## src/rsfp_pkg.sv

```systemverilog
// ----------------------------------------------------------------------------
// Range sensor frame parser package
// Frame constants and shared types for the nine-byte frame parser.
// ----------------------------------------------------------------------------
package rsfp_pkg;

    localparam logic [7:0] HEADER_BYTE = 8'h59;
    localparam int         POS_W       = 4;
    localparam int         PAYLOAD_N   = 4;

    typedef logic [POS_W-1:0] t_pos;
    typedef logic [7:0]       t_byte;
    typedef logic [15:0]      t_value;

    // Byte positions within a frame.
    localparam t_pos POS_HDR0    = 4'd0;
    localparam t_pos POS_HDR1    = 4'd1;
    localparam t_pos POS_DIST_L  = 4'd2;
    localparam t_pos POS_STR_H   = 4'd5;
    localparam t_pos FRAME_LAST  = 4'd8;

endpackage

```

## src/range_sensor_frame_parser_core.sv

```systemverilog
// ----------------------------------------------------------------------------
// Range sensor frame parser core
// A checksum word passes through the input register, then the result register.
// Throughput: one word per cycle unless the output stalls, set by the single
// input and result registers. Position, sum and held values form an update loop.
// Reset is synchronous and active low; it clears position, sum, held values and
// both valid flags. Payload bytes are not reset.
// ----------------------------------------------------------------------------
// Hunts for nine-byte frames with two header bytes and an 8-bit additive checksum,
// and reports the latest good distance and strength once per completed frame.
// ----------------------------------------------------------------------------
module range_sensor_frame_parser_core
    import rsfp_pkg::*;
(
    input  logic        i_clk,
    input  logic        i_rst_n,
    input  logic        i_in_valid,
    output logic        o_in_stall,
    input  logic [7:0]  i_rx_byte,
    output logic        o_out_valid,
    input  logic        i_out_stall,
    output logic [15:0] o_distance_value,
    output logic [15:0] o_strength_value,
    output logic        o_checksum_good
);

    logic   r_in_valid;
    t_byte  r_in_byte;
    t_pos   r_pos;
    t_byte  r_sum;
    t_byte  r_payload [PAYLOAD_N];
    t_value r_held_distance;
    t_value r_held_strength;
    logic   r_out_valid;
    t_value r_out_distance;
    t_value r_out_strength;
    logic   r_out_good;

    t_pos   n_pos;
    t_byte  n_sum;
    t_value n_distance;
    t_value n_strength;
    logic   n_good;
    logic   n_result;
    t_pos   pos_eff;
    logic   adv;
    logic   step;

    // The stage moves whenever the result register is free or being drained.
    assign adv        = !r_out_valid || !i_out_stall;
    assign step       = r_in_valid && adv;
    assign o_in_stall = r_in_valid && !adv;

    assign pos_eff = (r_pos > FRAME_LAST) ? POS_HDR0 : r_pos;

    always_comb begin
        n_pos      = pos_eff + t_pos'(1);
        n_sum      = r_sum + r_in_byte;
        n_good     = 1'b0;
        n_result   = 1'b0;
        n_distance = r_held_distance;
        n_strength = r_held_strength;
        case (pos_eff)
            POS_HDR0: begin
                if (r_in_byte == HEADER_BYTE) begin
                    n_sum = r_in_byte;
                end else begin
                    n_sum = '0;
                    n_pos = POS_HDR0;
                end
            end
            POS_HDR1: begin
                if (r_in_byte != HEADER_BYTE) begin
                    n_sum = '0;
                    n_pos = POS_HDR0;
                end
            end
            FRAME_LAST: begin
                n_result = 1'b1;
                n_good   = (r_in_byte == r_sum);
                n_sum    = '0;
                n_pos    = POS_HDR0;
                if (n_good) begin
                    n_distance = {r_payload[1], r_payload[0]};
                    n_strength = {r_payload[3], r_payload[2]};
                end
            end
            default: begin
            end
        endcase
    end

    always_ff @(posedge i_clk) begin
        if (!i_rst_n) begin
            r_in_valid      <= 1'b0;
            r_pos           <= POS_HDR0;
            r_sum           <= '0;
            r_held_distance <= '0;
            r_held_strength <= '0;
            r_out_valid     <= 1'b0;
        end else begin
            if (!o_in_stall) begin
                r_in_valid <= i_in_valid;
            end
            if (step) begin
                r_pos           <= n_pos;
                r_sum           <= n_sum;
                r_held_distance <= n_distance;
                r_held_strength <= n_strength;
            end
            if (adv) begin
                r_out_valid <= step && n_result;
            end
        end
    end

    always_ff @(posedge i_clk) begin
        if (i_in_valid && !o_in_stall) begin
            r_in_byte <= i_rx_byte;
        end
        if (step && pos_eff >= POS_DIST_L && pos_eff <= POS_STR_H) begin
            r_payload[2'(pos_eff - POS_DIST_L)] <= r_in_byte;
        end
        if (step && n_result) begin
            r_out_distance <= n_distance;
            r_out_strength <= n_strength;
            r_out_good     <= n_good;
        end
    end

    assign o_out_valid      = r_out_valid;
    assign o_distance_value = r_out_distance;
    assign o_strength_value = r_out_strength;
    assign o_checksum_good  = r_out_good;

`ifndef SYNTHESIS
    a_pos_range: assert property (@(posedge i_clk) disable iff (!i_rst_n)
        r_pos <= FRAME_LAST)
        else $error("frame position out of range");

    a_result_after_checksum: assert property (@(posedge i_clk) disable iff (!i_rst_n)
        step && pos_eff == FRAME_LAST |=> r_out_valid)
        else $error("checksum word gave no result");

    a_no_spurious_result: assert property (@(posedge i_clk) disable iff (!i_rst_n)
        adv && !(step && pos_eff == FRAME_LAST) |=> !r_out_valid)
        else $error("result without checksum word");

    a_bad_keeps_held: assert property (@(posedge i_clk) disable iff (!i_rst_n)
        r_out_valid && !r_out_good |->
            r_out_distance == r_held_distance && r_out_strength == r_held_strength)
        else $error("bad frame changed held values");
`endif

endmodule
```

## config.mk

```make
export PLATFORM = sky130hd
export DESIGN_NAME = range_sensor_frame_parser_core
export DESIGN_NICKNAME = d
export VERILOG_FILES = /design/src/rsfp_pkg.sv /design/src/range_sensor_frame_parser_core.sv
export SDC_FILE = /design/constraint.sdc
export NUM_CORES = 1
export LEC_CHECK = 0
export BUFFER_PORTS_ARGS = -buffer_cell sky130_fd_sc_hd__buf_2
export CORE_ASPECT_RATIO = 0.8
export CORE_MARGIN = 1
export CORE_UTILIZATION = 47
export CTS_BUF_LIST = sky130_fd_sc_hd__clkbuf_4
export CTS_CLUSTER_SIZE = 40
export DETAILED_ROUTE_END_ITERATION = 10
export HOLD_SLACK_MARGIN = 0.08
export PLACE_DENSITY = 0.66
export SYNTH_ARGS = -nofsm -noshare
export SYNTH_HDL_FRONTEND = slang
export SYNTH_SLANG_ARGS = --single-unit
```

## constraint.sdc

```tcl
create_clock -name i_clk -period 6.6 [get_ports i_clk]
set_clock_uncertainty 0.05 [all_clocks]
set_input_delay 0.33 -clock i_clk [delete_from_list [all_inputs] [get_ports i_clk]]
set_output_delay 0.33 -clock i_clk [all_outputs]
set_load 0.02 [all_outputs]
```

Word-level counts from Yosys, hierarchy flattened --
Memories as Yosys holds them, arrays and structs flattened. Cells that the tools add are included.
Cells by class: add/sub/neg operators 3, reduce and logical (&&, ||, !) cells 12, eq/ne operators 5, order comparisons 3, mux-type cells 14
Operator list (number):
- $mux 16 | 4
- $pmux 8 s3 | 1
- $mux 8 | 2
- $mux 4 | 3
- $pmux 4 s3 | 1
- $add 8x8->8 | 1
- $eq 8x7->1 const B | 1
- $eq 8x8->1 | 1
- $ne 8x7->1 const B | 1
- $logic_and 1x1->1 | 6
- $add 4x1->4 const B | 1
- $eq 4x1->1 const B | 1
- $eq 4x4->1 const B | 1
- $ge 4x2->1 const B | 1
- $gt 4x4->1 const B | 1
- $le 4x3->1 const B | 1
- $logic_not 1->1 | 4
- $logic_not 4->1 | 1
- $mux 1 | 3
- $sub 2x2->2 const B | 1
- $logic_or 1x1->1 | 1
Storage, ports and cells: bits of input ports 12, memories 1, word-level logic and storage cells 48, output and inout bits 35, bits in writable memories 32, register bits after elaboration 87
Memories:
- r_payload | depth 4, width 8, rd ports 4, clocked after Yosys merged registers in 0, write ports 1, RTL line range_sensor_frame_parser_core.sv:31 | t_byte r_payload [PAYLOAD_N];

Longest topological paths before layout --
Gate-level depths: netlist (run 1).
depth in word-level cells 7, gate-level depth with buffers 9, mapped depth without buffers 7

Worst setup path after synthesis (run 1) --
Ideal clock, no wire load.
kind reg-to-reg, from register r_in_byte[4], to register r_out_distance[10] (netlist: o_distance_value[10]) (data pin), stages on the path, launching flop included 6, path buffers 1, setup slack 4191 ps, setup time 260 ps, arrival 2100 ps, clock period less this slack 2409 ps, required time 6290 ps, cells stage by stage edfxtp_1 ha_1 or4_4 nor2_2 buf_2 mux2_2
On the way: cells in the longest elaborated chain, start to end 3
RTL lines:
- from (decl) | RTL line range_sensor_frame_parser_core.sv:28 | t_byte r_in_byte;
- from (signal assigned) | RTL line range_sensor_frame_parser_core.sv:119 | r_in_byte <= i_rx_byte;
- $eq 8x8->1 | RTL line range_sensor_frame_parser_core.sv:80 | n_good = (r_in_byte == r_sum);
- $mux 16 | RTL line range_sensor_frame_parser_core.sv:83 | if (n_good) begin
- $mux 16 | RTL line range_sensor_frame_parser_core.sv:63 | case (pos_eff)
- net n_distance[10] | RTL line range_sensor_frame_parser_core.sv:41 | t_value n_distance;
- to (signal assigned) | RTL line range_sensor_frame_parser_core.sv:125 | r_out_distance <= n_distance;
- to (decl) | RTL line range_sensor_frame_parser_core.sv:35 | t_value r_out_distance;
The timed path passes the listed nets, and every way through them passes these cells. A chain may end at the register's enable or synchronous reset.

Worst setup path after layout (run 1) --
from register r_in_byte[4], to register r_held_distance[11]
On the way: cells in the longest elaborated chain, start to end 3
RTL lines:
- $eq 8x8->1 | RTL line range_sensor_frame_parser_core.sv:80
- $mux 16 | RTL line range_sensor_frame_parser_core.sv:83
- $mux 16 | RTL line range_sensor_frame_parser_core.sv:63
- to (signal assigned) | RTL line range_sensor_frame_parser_core.sv:108 | r_held_distance <= n_distance;
- to (decl) | RTL line range_sensor_frame_parser_core.sv:32 | t_value r_held_distance;
Every way passes these cells.

==> results of run 1 <==
[worst max-delay path, stage by stage (launching register included)]
cell and delay [ps]:
edfxtp_1 520, ha_1 420, or4_4 580, or3_1 850, nand2_1 230, a21boi_1 80
[logic make-up after synthesis]
group,after synthesis,share of synthesized area [%]
buffers and inverters,24,2.83
multiplexers,32,7.29
flip-flops,119,63.0
AND/OR/NAND/NOR,120,11.8
XOR/XNOR,5,0.886
adder cells (fa/ha/maj),13,3.44
AO/OA/AOI/OAI,76,10.7
[repair_timing]
action | in CTS | in global routing
hold buffers | 10 | 0
setup endpoints to repair | 0 | 0
endpoints found under the hold margin | 10 | 0
setup buffers | 0 | 0
[layout by cell type (no fill, tap or decap), types with 10 or more instances in the layout]
cell type and instances:
nand2_1 76, edfxtp_1 73, buf_2 46, dfxtp_1 46
mux2_2 32, a21boi_1 30, clkbuf_4 21, ha_1 12
o21ai_0 11, nand3_1 10, dlygate4sd3_1 10
[where the power goes]
part / switching, mW / leakage [nW] / internal [mW]
registers: 0.0110 / 1.12 / 0.791
clock network: 0.256 / 0.151 / 0.274
logic: 0.0247 / 0.914 / 0.0216
[metrics by stage]
stage / util [%] / worst slack [ps] / hold WS, ps
2_1_floorplan: - / 4190 / 378
5_1_grt: 55.1 / 3550 / 414
3_5_place_dp: 51.3 / 3710 / 391
3_3_place_gp: 51.3 / 3710 / 383
4_1_cts: 55.1 / 3700 / 371
6_report: 55.1 / 3740 / 400
[sequential cells by signal, indices dropped and copies added, names as in the netlist]
register          flops
r_sum                 8
r_in_valid            1
r_pos                 4
r_held_distance      16
o_distance_value     16
o_checksum_good       1
o_strength_value     16
r_in_byte             8
r_payload            32
o_out_valid           1
r_held_strength      16
[cells in the mapped netlist (all sizes together)]
cell type	instances	area, sq um
nand4bb	1	11.3
edfxtp	73	2190
inv	5	18.8
nor4bb	2	20.0
o2111a	1	11.3
xor2	1	8.76
a21boi	37	278
o211ai	4	30.0
buf	10	87.6
xnor2	4	35.0
or3	1	6.26
nor4b	1	8.76
mux2	32	360
nand4b	1	8.76
or4	2	18.8
clkbuf	9	33.8
a221oi	1	8.76
o21bai	1	7.51
a21o	3	22.5
dfxtp	46	921
a31oi	2	12.5
a21oi	7	35.0
or4b	1	13.8
nand3	10	50.1
o21a	3	22.5
o2111ai	1	8.76
o21ai	11	55.1
nor2b	4	25.0
ha	12	150
nand2	76	285
and2	7	43.8
a211oi	2	15.0
a31o	1	8.76
nor3	1	5.00
nor4	2	27.5
nand4	3	18.8
fa	1	20.0
nand2b	3	18.8
and3	1	6.26
a22oi	2	15.0
nor2	4	17.5
[metal layers]
layer | GRT usage, % | vias to the layer above | share of wire (%)
met1 | 24.1 | 1468 | 47
met4 | 8.23 | 0 | 1.3
met3 | 5.55 | 11 | 5.9
met5 | 0 | - | 0
met2 | 28.6 | 90 | 45
li1 | - | 1536 | -
[how the worst min path moves through the flow]
stage,slack [ps],to
detailed placement,390,r_held_strength[6]
finish,400,r_held_distance[13]
CTS,370,r_in_valid
floorplan,380,r_held_distance[0]
global placement,380,r_held_strength[11]
global route,410,r_in_valid
[final cells by class]
cell class / instances / area [sq um] / area share (%)
clock inverters: 11 / 133 / 2.35
well taps: 140 / 175 / 3.11
multi-input cells: 246 / 1690 / 30.0
repair buffers: 59 / 353 / 6.26
clock buffers: 21 / 158 / 2.80
flip-flops and latches: 119 / 3110 / 55.2
inverters: 5 / 18.8 / 0.333
==> flow_metrics.env, run 1 <==
export IMPL_slew_headroom_pct=23.9
export IMPL_nFillCells=891
export IMPL_vdd_ir_drop_max_mv=0.151
export IMPL_post_dp_cell_area_sq_um=5250
export IMPL_rows=33
export IMPL_ys_ff_latch=119
export IMPL_wire_per_inst_um=15.3
export IMPL_tns_ps=0
export IMPL_cts_buffers_inserted=17
export IMPL_vias=3105
export IMPL_required_ps=6940
export IMPL_maxCapViolations=0
export IMPL_synth_distinct_cells=46
export IMPL_wirelength_mm=9.22
export IMPL_cts_resized=0
export IMPL_start_util_pct=48.3
export IMPL_syn_to_final_growth_pct=14.1
export IMPL_reg2reg_to="r_held_distance[11]"
export IMPL_netlist_area_sq_um=4940
export IMPL_firstDrtPassIters=4
export IMPL_synth_cells=389
export IMPL_die_h_um=93.7
export IMPL_overflow=0
export IMPL_design_die_area_sq_um=10900
export IMPL_port_buffer_count=46
export IMPL_endpoint="r_held_distance[11]"
export IMPL_cts_tree="yes"
export IMPL_grt_max_degree=50
export IMPL_period_share_pct=43.3
export IMPL_r2r_start="r_in_byte[4]"
export IMPL_diodes=0
export IMPL_r2r_setup_slack_ps=3740
export IMPL_instances_no_fill=601
export IMPL_crit_path_start_kind="flip-flop"
export IMPL_track_usage_pct=18.5
export IMPL_critPathLaunch="r_in_byte[4]"
export IMPL_crit_arrival_ps=3200
export IMPL_fmax_mhz=350
export IMPL_rsz0062_at_grt="false"
export IMPL_yosysSeqAreaShare_pct=63.0
export IMPL_tightest_slew_ps=1140
export IMPL_dp_hpwl_mm=5.72
export IMPL_p_total_mw=1.38
export IMPL_final_area_sq_um=5640
export IMPL_ant_nets=0
export IMPL_antenna_found_initial=0
export IMPL_layout_drive_gt1_share_pct=24.5
export IMPL_drt_vias_per_instance=5.17
export IMPL_nets=473
export IMPL_drtIter0Drc=197
export IMPL_min_period_ps=2860
export IMPL_ys_warn_count=0
export IMPL_syn_avg_cell_area_sq_um=12.7
export IMPL_core_sq_um=10200
export IMPL_grt_pass1_vias=2958
export IMPL_root_buffer="clkbuf_4"
export IMPL_ios=47
export IMPL_total_leakage_power_nw=2.19
export IMPL_r2r_cells=5
export IMPL_setup_viol_count_final=0
export IMPL_hp_class="reg -> reg"
export IMPL_drc_errors=0
export IMPL_clk_latency_ps=510
export IMPL_p_per_area_nw_per_um2=244
export IMPL_slew_viol_final=0
export IMPL_crit_path_end_kind="flip-flop"
export IMPL_clockBufferDepth=2
export IMPL_outcome="completed"
export IMPL_syn_nets=414
export IMPL_grt_pass1_wl_mm=14.7
export IMPL_whs_path_depth=2
export IMPL_cp_max_fo=32
export IMPL_place_congestion=0.847
export IMPL_clock_sinks=119
export IMPL_hp_start="r_held_distance[13]"
export IMPL_htreeDepth=4
export IMPL_hold_viol=0
export IMPL_critPathKind="reg -> reg"
export IMPL_path_clk_slew_ps=90
export IMPL_die_w_um=117
export IMPL_dp_cells=559
Note: power is estimated with default switching activity, not from simulation.
==> run 2, diff against run 1 <==
==> constraint.sdc (replaced) <==
create_clock -name i_clk -period 2.74 [get_ports i_clk]
set_clock_uncertainty 0.05 [all_clocks]
set_input_delay 0.137 -clock i_clk [delete_from_list [all_inputs] [get_ports i_clk]]
set_output_delay 0.137 -clock i_clk [all_outputs]
set_load 0.02 [all_outputs]
==> flow_metrics.env, run 2 (synthesis gave the netlist of run 1 again) <==
export IMPL_root_buffer="clkbuf_4"
export IMPL_largest_register="r_payload"
export IMPL_htreeDepth=4
export IMPL_p_per_area_nw_per_um2=541
export IMPL_seqCellArea_sq_um=3110
export IMPL_firstDrtPassIters=4
export IMPL_cp_slowest_cell="or4_4"
export IMPL_maxCapViolations=0
export IMPL_diodes=0
export IMPL_layout_drive_gt1_share_pct=25.8
export IMPL_critPathKind="reg -> reg"
export IMPL_place_congestion=0.874
export IMPL_ios=47
export IMPL_crit_path_max_incr_delay_ps=600
export IMPL_track_usage_pct=20.2
export IMPL_grt_max_degree=50
export IMPL_cts_tree="yes"
export IMPL_total_leakage_power_nw=2.19
export IMPL_period_share_pct=92.8
export IMPL_drc_errors=0
export IMPL_clock_sinks=119
export IMPL_wire_per_inst_um=16.0
export IMPL_tightest_slew_ps=825
export IMPL_min_period_ps=2540
export IMPL_crit_chain="ha_1 -> or4_4 -> nor2_2 -> buf_12 -> mux2_2"
export IMPL_port_buffer_count=46
export IMPL_syn_to_final_growth_pct=14.5
export IMPL_final_area_sq_um=5660
export IMPL_dp_hpwl_mm=5.98
export IMPL_outcome="completed"
export IMPL_vdd_ir_drop_max_mv=0.316
export IMPL_hold_viol=0
export IMPL_grt_pass1_wl_mm=15.9
export IMPL_cts_resized=0
export IMPL_crit_path_start_kind="flip-flop"
export IMPL_multi_input_area_sq_um=1690
export IMPL_grt_pass1_vias=3103
export IMPL_setup_viol_count_final=0
export IMPL_die_h_um=93.7
export IMPL_clk_latency_ps=520
export IMPL_hp_class="in -> reg"
export IMPL_layout_commonest_cell="nand2_1"
export IMPL_nFillCells=899
export IMPL_slew_headroom_pct=45.0
export IMPL_clockBufferDepth=2
export IMPL_core_sq_um=10200
export IMPL_required_ps=2960
export IMPL_layout_common_cells="nand2_1 (76), edfxtp_1 (73), buf_2 (46), dfxtp_1 (46), mux2_2 (32)"
export IMPL_ant_nets=0
export IMPL_rows=33
export IMPL_vias=3202
export IMPL_fmax_mhz=393
export IMPL_wirelength_mm=9.74
export IMPL_cp_max_fo=32
export IMPL_slew_viol_final=0
export IMPL_crit_path_end_kind="flip-flop"
export IMPL_design_die_area_sq_um=10900
export IMPL_drtIter0Drc=112
export IMPL_antenna_found_initial=0
export IMPL_rsz0062_at_grt="false"
export IMPL_tns_ps=0
export IMPL_cts_buffers_inserted=17
export IMPL_path_clk_slew_ps=100
export IMPL_largest_register_ffs=32
export IMPL_nets=481
export IMPL_die_w_um=117
export IMPL_post_dp_cell_area_sq_um=5330
export IMPL_overflow=0
export IMPL_crit_arrival_ps=2770
export IMPL_start_util_pct=48.3
export IMPL_drt_vias_per_instance=5.26
## run 2: routing by layer
layer	share of wire (%)	routed length, um	up-vias	global-route usage, %
met4	2.2	212	0	9.07
met1	47	4540	1541	26.1
met5	0	0	-	0
met2	47	4540	85	31.1
li1	-	-	1555	-
met3	4.7	457	21	6.26
## run 2: metrics by stage
stage	std cells	setup slack (ps)	hold WS (ps)	power, mW	util, %
6_report	609	196	227	3.06	55.3
5_1_grt	609	131	210	3.20	55.3
4_1_cts	609	200	198	3.09	55.3
3_5_place_dp	566	224	265	2.08	52.0
3_3_place_gp	566	278	263	2.08	52.0
2_1_floorplan	389	331	186	2.03	-
## run 2: final cells by class
class / count / share of cell area [%]
clock inverter: 14 / 1.50
inverter: 5 / 0.332
sequential: 119 / 55.0
multi-input combinational: 246 / 29.9
clock buffer: 18 / 2.39
timing repair buffer: 67 / 7.78
tap: 140 / 3.10
## run 2: worst max-delay path, delay by kind of cell, from the launching register on
family	cells	cell delay, ps
flops	1	490
fa+ha+maj	1	390
mux	1	360
simple gates	2	770
buf+inv	1	240
## run 2: power breakdown
group | switching [mW] | internal, mW | total (mW)
clock | 0.651 | 0.354 | 1.00
sequential | 0.0138 | 1.91 | 1.92
combinational | 0.0765 | 0.0609 | 0.137
## run 2: final timing paths
| path | startpoint | to | slack [ps] | depth (start not counted) |
|---|---|---|---|---|
| worst max register to register | r_in_byte[6] | o_strength_value[3] | 200 | 5 |
| worst max-delay path | r_in_byte[6] | o_strength_value[3] | 200 | 5 |
| worst min register to register | r_held_distance[0] | r_held_distance[0] | 400 | 2 |
| worst min-delay path | i_rst_n | o_out_valid | 230 | 2 |
## run 2: what timing repair did
| item | 4_1_cts | 5_1_grt |
|---|---|---|
| buffers inserted | 0 | 0 |
| endpoints found under the hold margin | 10 | 0 |
| endpoints found under the setup margin | 0 | 0 |
| hold buffers | 11 | 0 |
